===== src/design/lbc_pkg.sv =====
`timescale 1ns / 1ps
package lbc_pkg;

    localparam int NUM_SLOTS_DEF = 16;

    localparam int FUNC_W = 2;
    localparam int DEV_W  = 4;
    localparam int SEC_W  = 28;
    localparam int SLOT_W = 4;
    localparam int STAT_W = 3;
    localparam int TAG_W  = DEV_W + SEC_W;

    typedef logic [FUNC_W-1:0] t_func;
    typedef logic [STAT_W-1:0] t_status;

    localparam t_func FN_GET     = 2'd0;
    localparam t_func FN_WRITE   = 2'd1;
    localparam t_func FN_RELEASE = 2'd2;
    localparam t_func FN_DONE    = 2'd3;

    localparam t_status ST_HIT     = 3'd0;
    localparam t_status ST_MISS    = 3'd1;
    localparam t_status ST_WAIT    = 3'd2;
    localparam t_status ST_NOBUF   = 3'd3;
    localparam t_status ST_NOTBUSY = 3'd4;
    localparam t_status ST_DONE    = 3'd5;

    typedef struct packed {
        logic capture;
        logic scan_step;
        logic exec;
    } t_cmd;

    typedef struct packed {
        logic scan_last;
        logic out_busy;
    } t_sts;

endpackage


===== src/design/lbc_ctrl.sv =====
`timescale 1ns / 1ps
module lbc_ctrl
    import lbc_pkg::*;
(
    input  logic i_clk,
    input  logic i_rst_n,
    input  logic i_valid,
    output logic o_ready,
    input  t_sts i_sts,
    output t_cmd o_cmd
);
    localparam logic [1:0] S_IDLE  = 2'd0;
    localparam logic [1:0] S_SCAN  = 2'd1;
    localparam logic [1:0] S_DRAIN = 2'd2;
    localparam logic [1:0] S_EXEC  = 2'd3;

    logic [1:0] r_state;
    logic [1:0] n_state;

    always_comb begin
        n_state = r_state;
        o_cmd   = '0;
        o_ready = 1'b0;
        unique case (r_state)
            S_IDLE: begin
                o_ready = 1'b1;
                if (i_valid) begin
                    o_cmd.capture = 1'b1;
                    n_state = S_SCAN;
                end
            end
            S_SCAN: begin
                o_cmd.scan_step = 1'b1;
                if (i_sts.scan_last) begin
                    n_state = S_DRAIN;
                end
            end
            S_DRAIN: begin
                n_state = S_EXEC;
            end
            S_EXEC: begin
                if (!i_sts.out_busy) begin
                    o_cmd.exec = 1'b1;
                    n_state = S_IDLE;
                end
            end
            default: begin
                n_state = S_IDLE;
            end
        endcase
    end

    always_ff @(posedge i_clk) begin
        if (!i_rst_n) begin
            r_state <= S_IDLE;
        end else begin
            r_state <= n_state;
        end
    end
endmodule


===== config.mk =====
export PLATFORM = sky130hd
export DESIGN_NAME = lbc_ctrl
export DESIGN_NICKNAME = d
export VERILOG_FILES = /design/src/design/lbc_pkg.sv /design/src/design/lbc_ctrl.sv
export SDC_FILE = /design/constraint.sdc
export NUM_CORES = 1
export LEC_CHECK = 0
export BUFFER_PORTS_ARGS = -buffer_cell sky130_fd_sc_hd__buf_4
export CORE_AREA = 2 2 39 41
export DETAILED_ROUTE_END_ITERATION = 7
export DIE_AREA = 0 0 41 43
export PLACE_DENSITY = 0.33
export SYNTH_ARGS = -nofsm -noshare
export SYNTH_HDL_FRONTEND = slang
export SYNTH_SLANG_ARGS = --single-unit

===== constraint.sdc =====
create_clock -name i_clk -period 2.35 [get_ports i_clk]
set_input_delay 0.235 -clock i_clk [delete_from_list [all_inputs] [get_ports i_clk]]
set_output_delay 0.235 -clock i_clk [all_outputs]
set_load 0.02 [all_outputs]

==> impl_metrics.yaml <==
status:
  status: "finished clean"
final_layout:
  area.growth.synth_to_final_pct: 61.7
  n_antenna_cell: 0
  largest_register_ffs: 2
  regMostFlops: "r_state"
  reg_top3: "r_state: 2 flops"
  fin_area_um2: 269
  layout-drive-gt1-share_pct: 40.0
  fin_nets: 41
sta:
  worst_slew_pin_slew_ns: 0.543
  period_needed_ns: 1.50
  slew_headroom_pct: 63.8
  setup_viol: 0
  hold_viol: 0
  max_freq_ghz: 0.666
  drv_slew: 0
  clock_skew_ns: 0.00451
  rsz0062_at_grt: "no"
  setup_tns_ns: 0
  timing.final.crit_share_pct: 63.9
setup_path:
  critPathKind: "register to register"
  critical_path_arrival_ns: 1.65
  path_cells: "inv_1, ha_1, a222oi_1, mux2i_1"
  cp_slowest_cell: "a222oi_1"
  critPathLaunchType: "register"
  max_stage_delay_ns: 0.47
  worstPathRequired_ns: 2.50
  end_kind: "register"
  cp_max_fo: 4
placed_design:
  dpl_cell_area_um2: 246
  numPortBuffers: 8
  place_congestion: 0.545
  dp_hpwl_um: 302
routing:
  drtPass1Iterations: 4
  wl_per_cell_um: 8.54
  ant_nets: 0
  routed_wl_um: 393
  drc: 0
  drt_iter0_drc: 2
  via_count: 169
  viasPerCell: 3.67
power:
  leakage_nw: 0.146
  ir_drop_mv: 0.264
  power.density_mw_per_mm2: 1210
clock_network:
  clock_latency_ns: 0.23
  hold_buffers: 0
  clockRootBuffer: "clkbuf_4"
  path_clk_slew_ns: 0.03
  htreeDepth: 1
  clock-sinks: 2
  cts_buffer_depth: 2
  cts_tree: "yes"
  postCtsResizedCells: 0
  cts_buffers: 3
  cts_setup_buffers: 0
run:
  maxCapViolations: 0
global_routing:
  grtUsageMet3_pct: 3.14
  use_met1_pct: 6.05
  top_usage_layer: "met4"
  grt_use_total_pct: 6.21
  antenna_found_initial: 0
  overflow: 0
  grt_max_degree: 5
  first_global_vias: 165
  grt_pass1_wl_um: 655
  use_met2_pct: 7.81
die:
  rows: 14
  initial_core_util_pct: 12.0
  die_y_um: 43
  core_region_area_mm2: 0.00138
  dieWidth_um: 41
  ios: 9
  dieArea_mm2: 0.00176
synth:
  synth.yosys.seq_area_share_pct: 24.1
  syn_area_per_cell_um2: 8.76
  netlist_instances: 19
  ys_ff_latch: 2
  ys_types: 9
  syn_nets: 28
  yosysWarnings: 0
  netlist_area_um2: 166
hold_path:
  hold_path.class: "input pin to register"
layout by cell type, fill, tap and decap left out:
| master | instances |
|---|---|
| a222oi_1 | 1 |
| and2_1 | 1 |
| and2b_2 | 1 |
| buf_4 | 8 |
| clkbuf_4 | 3 |
| dfxtp_1 | 2 |
| ha_1 | 4 |
| inv_1 | 4 |
| mux2i_1 | 2 |
| nand2_1 | 3 |
| o21ai_0 | 1 |
cell type report:
class	instances	area [um2]
clock buffer	3	22.5
inverter	4	15.0
tap	16	20.0
fill	164	1110
multi-input combinational	13	111
sequential	2	40.0
timing repair buffer	8	60.1
cells in the mapped netlist:
cell type,number,share of area [%]
dfxtp_1,2,24
nand2_1,3,6.8
a222oi_1,1,6.0
inv_1,4,9.0
and2b_2,1,5.3
mux2i_1,2,12
o21ai_0,1,3.0
ha_1,4,30
and2_1,1,3.8
power by group:
part	switching, mW	total, mW	internal (mW)
registers	0.0166	0.0665	0.0499
logic	0.0990	0.182	0.0832
clock network	0.0210	0.0775	0.0565
cell families after synthesis:
kind of cell	Yosys count	synth area share (%)
buf+inv	4	9.02
flops	2	24.1
fa+ha+maj	4	30.1
compound gates	2	9.02
simple gates	5	15.8
mux	2	12.0
through the flow:
step	std cells	hold slack, ns	utilization (%)	total power, mW	worst slack [ns]
4_1_cts	46	0.288	19.4	0.334	0.830
5_1_grt	46	0.299	19.4	0.363	0.733
3_5_place_dp	43	0.499	17.8	0.251	0.838
6_report	46	0.293	19.4	0.326	0.848
2_1_floorplan	19	0.381	-	0.185	0.930
3_3_place_gp	43	0.494	17.8	0.243	0.921
layer usage:
layer,wire [um],vias up
met5,0,-
li1,-,85
met3,53,0
met4,0,0
met2,167,9
met1,172,75
worst paths after layout:
path              startpoint          to  slack, ns  depth (start not counted)
setup / recovery  r_state[0]  r_state[0]       0.85                          4
hold / removal       i_rst_n  r_state[1]       0.29                          3
setup reg to reg  r_state[0]  r_state[0]       0.85                          4
hold reg to reg   r_state[1]  r_state[1]       0.50                          2
critical path, delay by kind of cell (launching register included):
kind	cells	cell delay (ns)
flip-flops	1	0.38
adder cells (fa/ha/maj)	1	0.24
buffers and inverters	1	0.08
AO/OA/AOI/OAI	1	0.47
multiplexers	1	0.25
Note: power is estimated with default switching activity, not from simulation.
