`src/design/lbc_pkg.sv`:
```
`timescale 1ns / 1ps
package lbc_pkg;

    localparam int NUM_SLOTS_DEF = 16;

    localparam int FUNC_W = 2;
    localparam int DEV_W  = 4;
    localparam int SEC_W  = 28;
    localparam int SLOT_W = 4;
    localparam int STAT_W = 3;
    localparam int TAG_W  = DEV_W + SEC_W;

    typedef logic [FUNC_W-1:0] t_func;
    typedef logic [STAT_W-1:0] t_status;

    localparam t_func FN_GET     = 2'd0;
    localparam t_func FN_WRITE   = 2'd1;
    localparam t_func FN_RELEASE = 2'd2;
    localparam t_func FN_DONE    = 2'd3;

    localparam t_status ST_HIT     = 3'd0;
    localparam t_status ST_MISS    = 3'd1;
    localparam t_status ST_WAIT    = 3'd2;
    localparam t_status ST_NOBUF   = 3'd3;
    localparam t_status ST_NOTBUSY = 3'd4;
    localparam t_status ST_DONE    = 3'd5;

    typedef struct packed {
        logic capture;
        logic scan_step;
        logic exec;
    } t_cmd;

    typedef struct packed {
        logic scan_last;
        logic out_busy;
    } t_sts;

endpackage

```
`src/design/lbc_ram.sv`:
```
`timescale 1ns / 1ps
module lbc_ram #(
    parameter int WIDTH = 32,
    parameter int DEPTH = 16
) (
    input  logic                     i_clk,
    input  logic                     i_we,
    input  logic [$clog2(DEPTH)-1:0] i_waddr,
    input  logic [WIDTH-1:0]         i_wdata,
    input  logic [$clog2(DEPTH)-1:0] i_raddr,
    output logic [WIDTH-1:0]         o_rdata
);
    logic [WIDTH-1:0] r_mem [DEPTH];
    logic [WIDTH-1:0] r_rdata;

    always_ff @(posedge i_clk) begin
        if (i_we) begin
            r_mem[i_waddr] <= i_wdata;
        end
        r_rdata <= r_mem[i_raddr];
    end

    assign o_rdata = r_rdata;
endmodule

```
`src/design/lbc_dp.sv`:
```
`timescale 1ns / 1ps
module lbc_dp
    import lbc_pkg::*;
#(
    parameter int NUM_SLOTS = NUM_SLOTS_DEF
) (
    input  logic              i_clk,
    input  logic              i_rst_n,
    input  t_cmd              i_cmd,
    output t_sts              o_sts,
    input  t_func             i_func,
    input  logic [DEV_W-1:0]  i_dev_id,
    input  logic [SEC_W-1:0]  i_sector_num,
    input  logic [SLOT_W-1:0] i_slot,
    output logic              o_valid,
    input  logic              i_ready,
    output t_status           o_status,
    output logic [SLOT_W-1:0] o_slot_out,
    output logic              o_need_read,
    output logic              o_need_write,
    output logic [DEV_W-1:0]  o_req_dev,
    output logic [SEC_W-1:0]  o_req_sector
);
    localparam int SW = $clog2(NUM_SLOTS);

    // latched request
    t_func             r_func;
    logic [DEV_W-1:0]  r_dev;
    logic [SEC_W-1:0]  r_sec;
    logic [SLOT_W-1:0] r_slot;

    // slot state
    logic [NUM_SLOTS-1:0] r_used;
    logic [NUM_SLOTS-1:0] r_busy;
    logic [NUM_SLOTS-1:0] r_dv;
    logic [NUM_SLOTS-1:0] r_dirty;
    logic [SW-1:0]        r_rank [NUM_SLOTS];

    // scan
    logic [SW-1:0]    r_idx;
    logic [SW-1:0]    r_idx_d;
    logic             r_rd_v;
    logic [TAG_W-1:0] rd_tag;

    logic             r_fnd_v;
    logic [SW-1:0]    r_fnd;
    logic             r_fnd_busy;
    logic             r_fnd_dv;
    logic             r_vic_v;
    logic [SW-1:0]    r_vic;
    logic [SW-1:0]    r_vic_rank;
    logic             r_s_busy;
    logic [SW-1:0]    r_s_rank;
    logic [TAG_W-1:0] r_s_tag;

    // result
    logic              r_out_v;
    t_status           r_status;
    logic [SLOT_W-1:0] r_slot_out;
    logic              r_need_read;
    logic              r_need_write;
    logic [DEV_W-1:0]  r_req_dev;
    logic [SEC_W-1:0]  r_req_sec;

    logic              s_in_rng;
    logic [SW-1:0]     s_idx;
    logic              e_match;
    logic              e_cand;
    logic              e_is_s;

    t_status           n_status;
    logic [SLOT_W-1:0] n_slot_out;
    logic              n_need_read;
    logic              n_need_write;
    logic [DEV_W-1:0]  n_req_dev;
    logic [SEC_W-1:0]  n_req_sec;
    logic              act_hit;
    logic              act_miss;
    logic              act_done;
    logic              act_wr;
    logic              act_rel;

    assign s_in_rng = int'(r_slot) < NUM_SLOTS;
    assign s_idx    = SW'(r_slot);

    lbc_ram #(
        .WIDTH (TAG_W),
        .DEPTH (NUM_SLOTS)
    ) u_tag_ram (
        .i_clk   (i_clk),
        .i_we    (act_miss),
        .i_waddr (r_vic),
        .i_wdata ({r_dev, r_sec}),
        .i_raddr (r_idx),
        .o_rdata (rd_tag)
    );

    assign e_match = r_used[r_idx_d] && (rd_tag == {r_dev, r_sec});
    assign e_cand  = !r_busy[r_idx_d] && !r_dirty[r_idx_d]
                     && (!r_vic_v || (r_rank[r_idx_d] > r_vic_rank));
    assign e_is_s  = s_in_rng && (r_idx_d == s_idx);

    assign o_sts.scan_last = r_idx == SW'(NUM_SLOTS - 1);
    assign o_sts.out_busy  = r_out_v && !i_ready;

    always_ff @(posedge i_clk) begin
        if (i_cmd.capture) begin
            r_func <= i_func;
            r_dev  <= i_dev_id;
            r_sec  <= i_sector_num;
            r_slot <= i_slot;
        end
        r_idx_d <= r_idx;
        if (r_rd_v) begin
            if (e_match) begin
                r_fnd      <= r_idx_d;
                r_fnd_busy <= r_busy[r_idx_d];
                r_fnd_dv   <= r_dv[r_idx_d];
            end
            if (e_cand) begin
                r_vic      <= r_idx_d;
                r_vic_rank <= r_rank[r_idx_d];
            end
            if (e_is_s) begin
                r_s_busy <= r_busy[r_idx_d];
                r_s_rank <= r_rank[r_idx_d];
                r_s_tag  <= rd_tag;
            end
        end
    end

    always_ff @(posedge i_clk) begin
        if (!i_rst_n) begin
            r_idx   <= '0;
            r_rd_v  <= 1'b0;
            r_fnd_v <= 1'b0;
            r_vic_v <= 1'b0;
        end else begin
            r_rd_v <= i_cmd.scan_step;
            if (i_cmd.capture) begin
                r_idx   <= '0;
                r_fnd_v <= 1'b0;
                r_vic_v <= 1'b0;
            end else begin
                if (i_cmd.scan_step && !o_sts.scan_last) begin
                    r_idx <= r_idx + 1'b1;
                end
                if (r_rd_v && e_match) begin
                    r_fnd_v <= 1'b1;
                end
                if (r_rd_v && e_cand) begin
                    r_vic_v <= 1'b1;
                end
            end
        end
    end

    always_comb begin
        n_status     = ST_DONE;
        n_slot_out   = r_slot;
        n_need_read  = 1'b0;
        n_need_write = 1'b0;
        n_req_dev    = '0;
        n_req_sec    = '0;
        act_hit      = 1'b0;
        act_miss     = 1'b0;
        act_done     = 1'b0;
        act_wr       = 1'b0;
        act_rel      = 1'b0;
        if (r_func == FN_GET) begin
            if (r_fnd_v) begin
                n_slot_out = SLOT_W'(r_fnd);
                if (r_fnd_busy) begin
                    n_status = ST_WAIT;
                end else begin
                    n_status    = ST_HIT;
                    n_need_read = !r_fnd_dv;
                    n_req_dev   = r_dev;
                    n_req_sec   = r_sec;
                    act_hit     = i_cmd.exec;
                end
            end else if (r_vic_v) begin
                n_status    = ST_MISS;
                n_slot_out  = SLOT_W'(r_vic);
                n_need_read = 1'b1;
                n_req_dev   = r_dev;
                n_req_sec   = r_sec;
                act_miss    = i_cmd.exec;
            end else begin
                n_status   = ST_NOBUF;
                n_slot_out = '0;
            end
        end else if (!s_in_rng) begin
            n_status = ST_NOTBUSY;
        end else if (r_func == FN_DONE) begin
            act_done = i_cmd.exec;
        end else if (!r_s_busy) begin
            n_status = ST_NOTBUSY;
        end else if (r_func == FN_WRITE) begin
            n_need_write = 1'b1;
            n_req_dev    = r_s_tag[TAG_W-1 -: DEV_W];
            n_req_sec    = r_s_tag[SEC_W-1:0];
            act_wr       = i_cmd.exec;
        end else begin
            act_rel = i_cmd.exec;
        end
    end

    always_ff @(posedge i_clk) begin
        if (!i_rst_n) begin
            r_used  <= '0;
            r_busy  <= '0;
            r_dv    <= '0;
            r_dirty <= '0;
            for (int i = 0; i < NUM_SLOTS; i++) begin
                r_rank[i] <= SW'(NUM_SLOTS - 1 - i);
            end
        end else begin
            if (act_hit) begin
                r_busy[r_fnd] <= 1'b1;
            end
            if (act_miss) begin
                r_used[r_vic]  <= 1'b1;
                r_busy[r_vic]  <= 1'b1;
                r_dv[r_vic]    <= 1'b0;
                r_dirty[r_vic] <= 1'b0;
            end
            if (act_done) begin
                r_dv[s_idx]    <= 1'b1;
                r_dirty[s_idx] <= 1'b0;
            end
            if (act_wr) begin
                r_dirty[s_idx] <= 1'b1;
            end
            if (act_rel) begin
                r_busy[s_idx] <= 1'b0;
                for (int i = 0; i < NUM_SLOTS; i++) begin
                    if (SW'(i) == s_idx) begin
                        r_rank[i] <= '0;
                    end else if (r_rank[i] < r_s_rank) begin
                        r_rank[i] <= r_rank[i] + 1'b1;
                    end
                end
            end
        end
    end

    always_ff @(posedge i_clk) begin
        if (i_cmd.exec) begin
            r_status     <= n_status;
            r_slot_out   <= n_slot_out;
            r_need_read  <= n_need_read;
            r_need_write <= n_need_write;
            r_req_dev    <= n_req_dev;
            r_req_sec    <= n_req_sec;
        end
    end

    always_ff @(posedge i_clk) begin
        if (!i_rst_n) begin
            r_out_v <= 1'b0;
        end else if (i_cmd.exec) begin
            r_out_v <= 1'b1;
        end else if (i_ready) begin
            r_out_v <= 1'b0;
        end
    end

    assign o_valid      = r_out_v;
    assign o_status     = r_status;
    assign o_slot_out   = r_slot_out;
    assign o_need_read  = r_need_read;
    assign o_need_write = r_need_write;
    assign o_req_dev    = r_req_dev;
    assign o_req_sector = r_req_sec;
endmodule

```
`config.mk`:
```
export PLATFORM = sky130hd
export DESIGN_NAME = lbc_dp
export DESIGN_NICKNAME = d
export VERILOG_FILES = /design/src/design/lbc_pkg.sv /design/src/design/lbc_ram.sv /design/src/design/lbc_dp.sv
export SDC_FILE = /design/constraint.sdc
export NUM_CORES = 1
export LEC_CHECK = 0
export BUFFER_PORTS_ARGS = -buffer_cell sky130_fd_sc_hd__buf_2
export CORE_ASPECT_RATIO = 2
export CORE_MARGIN = 1
export CORE_UTILIZATION = 50
export DETAILED_ROUTE_END_ITERATION = 12
export HOLD_SLACK_MARGIN = 0.03
export PLACE_DENSITY = 0.66
export SYNTH_ARGS = -nofsm -noshare
export SYNTH_HDL_FRONTEND = slang
export SYNTH_SLANG_ARGS = --single-unit
```
`constraint.sdc`:
```
create_clock -name i_clk -period 6.7 [get_ports i_clk]
set_input_delay 1.005 -clock i_clk [delete_from_list [all_inputs] [get_ports i_clk]]
set_output_delay 1.005 -clock i_clk [all_outputs]
set_load 0.03 [all_outputs]
```
==> metrics.yaml, run 1 <==
run_status:
  run_status: "finished clean"
sta:
  drv_slew: 0
  hold_viol: 0
  setup_viol: 0
  rsz0062_at_grt: "no"
  worstMarginPinSlew_ns: 1.14
  post-route-period-util_pct: 62.3
  fin_skew_ns: 0.0306
  fmax_mhz: 239
  period_needed_ns: 4.18
  setup_tns_ns: 0
  relSlewSlack_pct: 23.6
clock_network:
  ctsResizeCount: 0
  cts_buffer_depth: 3
  cts_tree: "built"
  clk_latency_ns: 0.64
  cts_setup_buffers: 0
  postCtsHoldBufs: 0
  clock-sinks: 814
  clk_pin_slew_worst_paths_ns: 0.07
  h-tree-depth: 3
  cts_root_buf: "clkbuf_16"
  cts_made_buffers: 71
setup_path:
  crit_start: "r_idx_d[0]"
  crit_path_start_kind: "register"
  rr_startpoint: "r_idx_d[0]"
  endpoint: "r_vic_rank[0]"
  critPathTopFamily: "multiplexers"
  critical_path.slowest_cell: "dfxtp_2"
  reg2reg_depth: 7
  rrSetupSlack_ns: 2.52
  cp-end-kind: "register"
  path_cells: "mux4_2, mux4_2, ha_1, and4_1, a2111oi_0, nand4_1, a211oi_2"
  cp_max_fo: 23
  cp.required_ns: 6.94
  worstPathArrival_ns: 4.42
  cpMostUsedCell: "mux4_2"
  crit_type: "register to register"
  critPathBufInv: 0
  max_stage_delay_ns: 0.88
  r2r_end: "r_vic_rank[0]"
  cp.depth: 7
place:
  place_hpwl_mm: 50.1
  dpl_cell_area_um2: 34300
  portBuffers: 87
  place.gp.congestion: 0.937
routing:
  drt_pass1_iterations: 5
  vias: 17300
  ant_nets: 0
  wirelength_mm: 83.1
  drt_first_iter_violations: 1292
  vias_per_cell: 6.08
  avgRoutedWirePerCell_um: 29.2
  drc: 0
layout:
  antennaDiodeCount: 0
  area_growth_pct: 11.2
  fin_nets: 2035
  final_common_cell: "edfxtp_1"
  drive_gt1_share_pct: 23.3
  layout_common_cells: "edfxtp_1 (706), mux4_2 (192), nor2_1 (112), dfxtp_1 (103), buf_2 (87)"
  final_area_um2: 36600
synthesis:
  synth_seq_cells: 814
  seq_area_frac_synth_pct: 70.9
  synth_nets: 1922
  avgSynthCellArea_um2: 18.2
  synth_cell_type_count: 61
  synth_area_um2: 32900
  synth_flop_cell: "edfxtp_1"
  synth-edff-count: 706
  yosysWarnings: 0
  async_flop_share_pct: 0
  synthCells: 1809
power:
  leakagePower_nw: 11.9
  intPower_w: 0.00804
  power.density_nw_per_um2: 279
  netSwitchingFraction_pct: 21.5
  pwr-share-comb_pct: 3.8
  p_sw_w: 0.00220
  ir_worst_vdd_mv: 0.242
  power_frac_clock_pct: 40.1
  seq_power_share_pct: 56.1
grt:
  antenna_found_initial: 1
  grt_max_degree: 92
  grt_pass1_wl_mm: 121
  grt_use_total_pct: 25.6
  grt-ovfl-total: 0
  grt_pass1_vias: 18100
die:
  die_y_um: 365
  coreArea_um2: 64900
  initial_core_util_pct: 50.7
  row_count: 132
  ios: 88
  die_w_um: 183
  die-area_um2: 67000
worst_hold_path:
  hold_class: "register to register"
job:
  maxCapViolCount: 0
## worst min-delay path by stage
stage	start	to	slack (ns)	cells past startpoint
2_1_floorplan	r_idx[3]	r_idx_d[3]	0.33	0
3_5_place_dp	u_tag_ram.o_rdata[6]	r_s_tag[6]	0.43	0
3_3_place_gp	u_tag_ram.o_rdata[31]	r_s_tag[31]	0.44	0
6_report	u_tag_ram.o_rdata[6]	r_s_tag[6]	0.46	0
5_1_grt	u_tag_ram.o_rdata[27]	r_s_tag[27]	0.46	0
4_1_cts	u_tag_ram.o_rdata[6]	r_s_tag[6]	0.45	0
## registers in the layout, summed over array words and instances, names as in the netlist, 2 cells and up
signal / cells
o_req_sector: 28
r_vic: 4
r_dv: 16
r_dev: 4
r_slot: 4
r_used: 16
r_sec: 28
o_status: 3
u_tag_ram.r_mem: 512
r_idx: 4
r_vic_rank: 4
r_fnd: 4
r_busy: 16
r_rank: 64
o_req_dev: 4
u_tag_ram.o_rdata: 32
r_dirty: 16
r_s_rank: 4
r_func: 2
r_s_tag: 32
r_idx_d: 4
o_slot_out: 4
## layout make-up
type | instances | area [um^2]
fill | 4958 | 28300
timing repair buffer | 122 | 711
tap | 871 | 1090
sequential | 814 | 23400
inverter | 39 | 146
clock buffer | 91 | 1910
multi-input combinational | 874 | 9000
clock inverter | 38 | 404
## through the flow
step           util (%)  setup WS, ns  std cells  hold slack, ns  total power [W]
6_report           56.4          2.52       2849           0.457           0.0102
5_1_grt            56.4          2.40       2849           0.460           0.0105
4_1_cts            56.4          2.50       2849           0.448           0.0103
3_5_place_dp       52.9          2.48       2720           0.434          0.00625
3_3_place_gp       52.9          2.49       2720           0.435          0.00623
2_1_floorplan         -          1.59       1809           0.326          0.00606
## worst reg2reg max path: stages (launching register included)
cell and delay, ns:
dfxtp_2 0.88, mux4_2 0.73, mux4_2 0.52, ha_1 0.31, and4_1 0.18, a2111oi_0 0.39, nand4_1 0.15, a211oi_2 0.66
## power groups by stage
stage / Combinational (W) / Sequential (W) / Clock (W)
floorplan: 0.000248 / 0.00581 / 0
global placement: 0.000389 / 0.00584 / 0
detailed placement: 0.000394 / 0.00585 / 0
CTS: 0.000396 / 0.00574 / 0.00418
global route: 0.000419 / 0.00575 / 0.00436
finish: 0.000392 / 0.00574 / 0.00410
## Yosys cell counts (all sizes together), types with 31 or more instances
library cell	instances	area share [%]
mux4	195	13
buf	42	0.90
inv	38	0.43
clkbuf	40	0.47
xnor2	33	0.88
nor2	112	1.3
dfxtp	108	6.6
ha	69	2.6
nand3	31	0.47
nand2	69	0.79
a21oi	72	1.1
edfxtp	706	64
a22o	32	0.85
xor2	38	1.0
## per-layer routing
layer / routed length [um] / vias to the layer above / track usage, % / share of wire [%]
met4: 4780 / 2 / 14.5 / 5.8
met2: 44500 / 604 / 45.9 / 54
li1: - / 7449 / - / -
met5: 11 / - / 0 / 0.013
met1: 30100 / 9051 / 29.3 / 36
met3: 3680 / 214 / 3.52 / 4.4
## cell families (layout without fill, tap and decap cells)
logic type,after synthesis,in the layout,synth area share [%]
compound gates,207,207,4.43
flops,814,814,70.9
mux,203,203,13.6
fa+ha+maj,69,69,2.62
buf+inv,121,290,1.81
xor+xnor,71,71,1.89
simple gates,324,324,4.70
Note: power is estimated with default switching activity, not from simulation.
==> inputs of run 2 (changes only) <==
--- a/config.mk
+++ b/config.mk
@@ -5,13 +5,14 @@
 export SDC_FILE = /design/constraint.sdc
 export NUM_CORES = 1
 export LEC_CHECK = 0
+export ABC_AREA = 1
 export BUFFER_PORTS_ARGS = -buffer_cell sky130_fd_sc_hd__buf_2
 export CORE_ASPECT_RATIO = 2
 export CORE_MARGIN = 1
 export CORE_UTILIZATION = 50
 export DETAILED_ROUTE_END_ITERATION = 12
 export HOLD_SLACK_MARGIN = 0.03
-export PLACE_DENSITY = 0.66
+export PLACE_DENSITY = 0.69
 export SYNTH_ARGS = -nofsm -noshare
 export SYNTH_HDL_FRONTEND = slang
 export SYNTH_SLANG_ARGS = --single-unit
==> constraint.sdc (replaced) <==
create_clock -name i_clk -period 3.4 [get_ports i_clk]
set_input_delay 0.51 -clock i_clk [delete_from_list [all_inputs] [get_ports i_clk]]
set_output_delay 0.51 -clock i_clk [all_outputs]
set_load 0.03 [all_outputs]
==> run 2 against run 1 <==
Effect of this change: sequential power is 95% higher; flip-flop and latch count stayed put; power is 99% higher; utilization is 0.57 points higher; wire length is 19% higher; final cell count is 44% higher; maximum frequency is 41% higher; clock power is 94% higher; worst setup slack worse by 2.1 ns; first-iteration DRC count is 87% higher; critical endpoint is now r_vic_rank[3]; count of clock-buffer cells in the layout stayed put.
==> metrics.yaml, run 2 <==
run_status:
  run_status: "finished clean"
layout:
  ff_latch_area_um2: 23400
  fin_nets: 3278
  top_register: "u_tag_ram.r_mem"
  drive_gt1_share_pct: 10.2
  multi_input_area_um2: 9370
  reg_top3: "u_tag_ram.r_mem: 512 flops, r_rank: 64 flops"
  final_util_pct: 57.0
  fill_cells: 5578
  final_area_um2: 38500
  instances_no_fill: 4109
  antennaDiodeCount: 0
  final_common_cell: "edfxtp_1"
  layout_common_cells: "edfxtp_1 (706), nand2_1 (457), nor2_1 (433), o21ai_0 (401), inv_1 (194)"
  area_growth_pct: 13.1
  largest_reg_flops: 512
clock_network:
  cts_setup_buffers: 0
  cts_buffer_depth: 3
  clk_latency_ns: 0.65
  cts_root_buf: "clkbuf_16"
  clock-sinks: 814
  h-tree-depth: 3
  ctsResizeCount: 0
  postCtsHoldBufs: 27
  clk_pin_slew_worst_paths_ns: 0.06
  cts_made_buffers: 71
  cts_tree: "built"
setup_path:
  cp_max_fo: 25
  cp.required_ns: 3.76
  rrSetupSlack_ns: 0.45
  crit_type: "register to register"
  crit_path_start_kind: "register"
  cp-end-kind: "register"
  worstPathArrival_ns: 3.31
synthesis:
  yosysTopAreaCell: "edfxtp_1"
  synth_most_common_cell: "edfxtp_1"
  synthSimpleGateAreaFrac_pct: 13.3
  synth_seq_cells: 814
  yosys.area_share.adder_pct: 2.54
  async_flop_share_pct: 0
  yosys-top-cells-count: "edfxtp_1 (706), nand2_1 (457), nor2_1 (439), o21ai_0 (401), inv_1 (203)"
  synth_cell_type_count: 45
  seq_area_frac_synth_pct: 68.6
  synth_nets: 3146
  yosysWarnings: 0
  synthTopCellsByArea: "edfxtp_1 (62%), dfxtp_1 (6.4%), o21ai_0 (5.9%), nand2_1 (5.0%), nor2_1 (4.8%)"
  synthCells: 3033
  synth_top_family_by_area: "simple AND/OR/NAND/NOR gates"
  synth_area_um2: 34000
  avgSynthCellArea_um2: 11.2
  synth-edff-count: 706
  synth_flop_cell: "edfxtp_1"
  muxShareOfSynthArea_pct: 0
  synth_top_area_share_pct: 62.3
  synth-compound-area-share_pct: 10.7
  synth_xor_area_share_pct: 0.797
die:
  row_count: 135
  initial_core_util_pct: 50.4
  die_y_um: 371
  coreArea_um2: 67600
  die-area_um2: 69200
  ios: 88
  die_w_um: 187
power:
  ir_worst_vdd_mv: 0.392
  leakagePower_nw: 13.9
  power.density_nw_per_um2: 528
worst_hold_path:
  hold_class: "input pin to register"
sta:
  fin_skew_ns: 0.0229
  rsz0062_at_grt: "no"
  post-route-period-util_pct: 86.8
  hold_viol: 0
  setup_ws_ns: 0.448
  setup_tns_ns: 0
  relSlewSlack_pct: 38.0
  period_needed_ns: 2.95
  worstMarginPinSlew_ns: 0.928
  setup_viol: 0
  drv_slew: 0
  fmax_mhz: 339
routing:
  vias: 24300
  wirelength_mm: 98.5
  drt_first_iter_violations: 2417
  drc: 0
  avgRoutedWirePerCell_um: 24.0
  drt_pass1_iterations: 5
  ant_nets: 0
  vias_per_cell: 5.92
place:
  portBuffers: 87
  dp_cells: 3955
  place.gp.congestion: 0.992
  dpl_cell_area_um2: 36000
  dp_slack_ns: 0.509
  place_hpwl_mm: 62.6
grt:
  grt_use_total_pct: 28.5
  grt_pass1_wl_mm: 145
  grt-ovfl-total: 0
  grt_pass1_vias: 24000
  grt_max_degree: 148
  antenna_found_initial: 1
job:
  maxCapViolCount: 0
## run 2: changes by cell type in the layout (fill, tap and decap cells not counted), sizes merged, moves of 24 or more
cell | before | now
nand4 | 7 | 41
nand3 | 31 | 108
a22o | 32 | 0
o22ai | 0 | 134
nor2 | 112 | 445
o21ai | 22 | 403
buf | 122 | 177
nand2 | 69 | 461
mux4 | 195 | 0
dlygate4sd3 | 0 | 27
inv | 42 | 208
xor2 | 38 | 14
## run 2: cells by family (layout without fill, tap and decap cells)
| kind of cell | count (synthesis) | count (layout) |
|---|---|---|
| xor gates and xnor gates | 31 | 31 |
| and+or+nand+nor | 1098 | 1098 |
| adders and majority gates | 69 | 69 |
| buffers and inverters | 355 | 541 |
| AOI/OAI and AO/OA | 666 | 666 |
| DFF | 814 | 814 |
## run 2: critical path: stages (launching register included)
cell and delay (ns):
dfxtp_2 0.54, inv_1 0.10, buf_4 0.23, o21ai_0 0.20
o221ai_1 0.16, o211ai_1 0.16, nand2_1 0.15, ha_1 0.33
nand2_1 0.06, inv_1 0.07, nand2_1 0.05, nand2_1 0.05
nand2_1 0.05, a21oi_1 0.11, nand2_1 0.06, nor2_1 0.15
buf_4 0.17
## run 2: through the flow
| step | total power (W) | hold slack (ns) |
|---|---|---|
| finish | 0.0203 | 0.0627 |
| global route | 0.0209 | 0.0532 |
| CTS | 0.0204 | 0.0305 |
| detailed placement | 0.0126 | 0.415 |
| global placement | 0.0125 | 0.424 |
| floorplan | 0.0121 | 0.377 |
## run 2: metal layers
| layer | global-route usage [%] | up-vias | part of all wire (%) |
|---|---|---|---|
| li1 | - | 11000 | - |
| met5 | 0 | - | 0 |
| met1 | 31.3 | 11800 | 35 |
| met3 | 3.74 | 353 | 6.8 |
| met2 | 51.2 | 1201 | 52 |
| met4 | 19.6 | 0 | 7.0 |
## run 2: final timing paths
check	start	depth (start not counted)	endpoint
min	i_sector_num[9]	1	r_sec[9]
min reg2reg	u_tag_ram.o_rdata[0]	0	r_s_tag[0]
max	r_idx_d[0]	16	r_vic_rank[3]
max reg2reg	r_idx_d[0]	16	r_vic_rank[3]
## run 2: layout make-up
| cell class | count | share of cell area, % |
|---|---|---|
| multi-input combinational | 1864 | 24.3 |
| tap | 890 | 2.89 |
| sequential | 814 | 60.7 |
| inverter | 210 | 2.07 |
| clock inverter | 36 | 0.760 |
| timing repair buffer | 204 | 4.20 |
| clock buffer | 91 | 5.07 |
## run 2: power by group
part | internal (W) | switching (W) | leakage [nW]
logic | 0.000340 | 0.000805 | 5.45
clock network | 0.00426 | 0.00368 | 1.10
registers | 0.0110 | 0.000208 | 7.31
total | 0.0156 | 0.00469 | 13.9
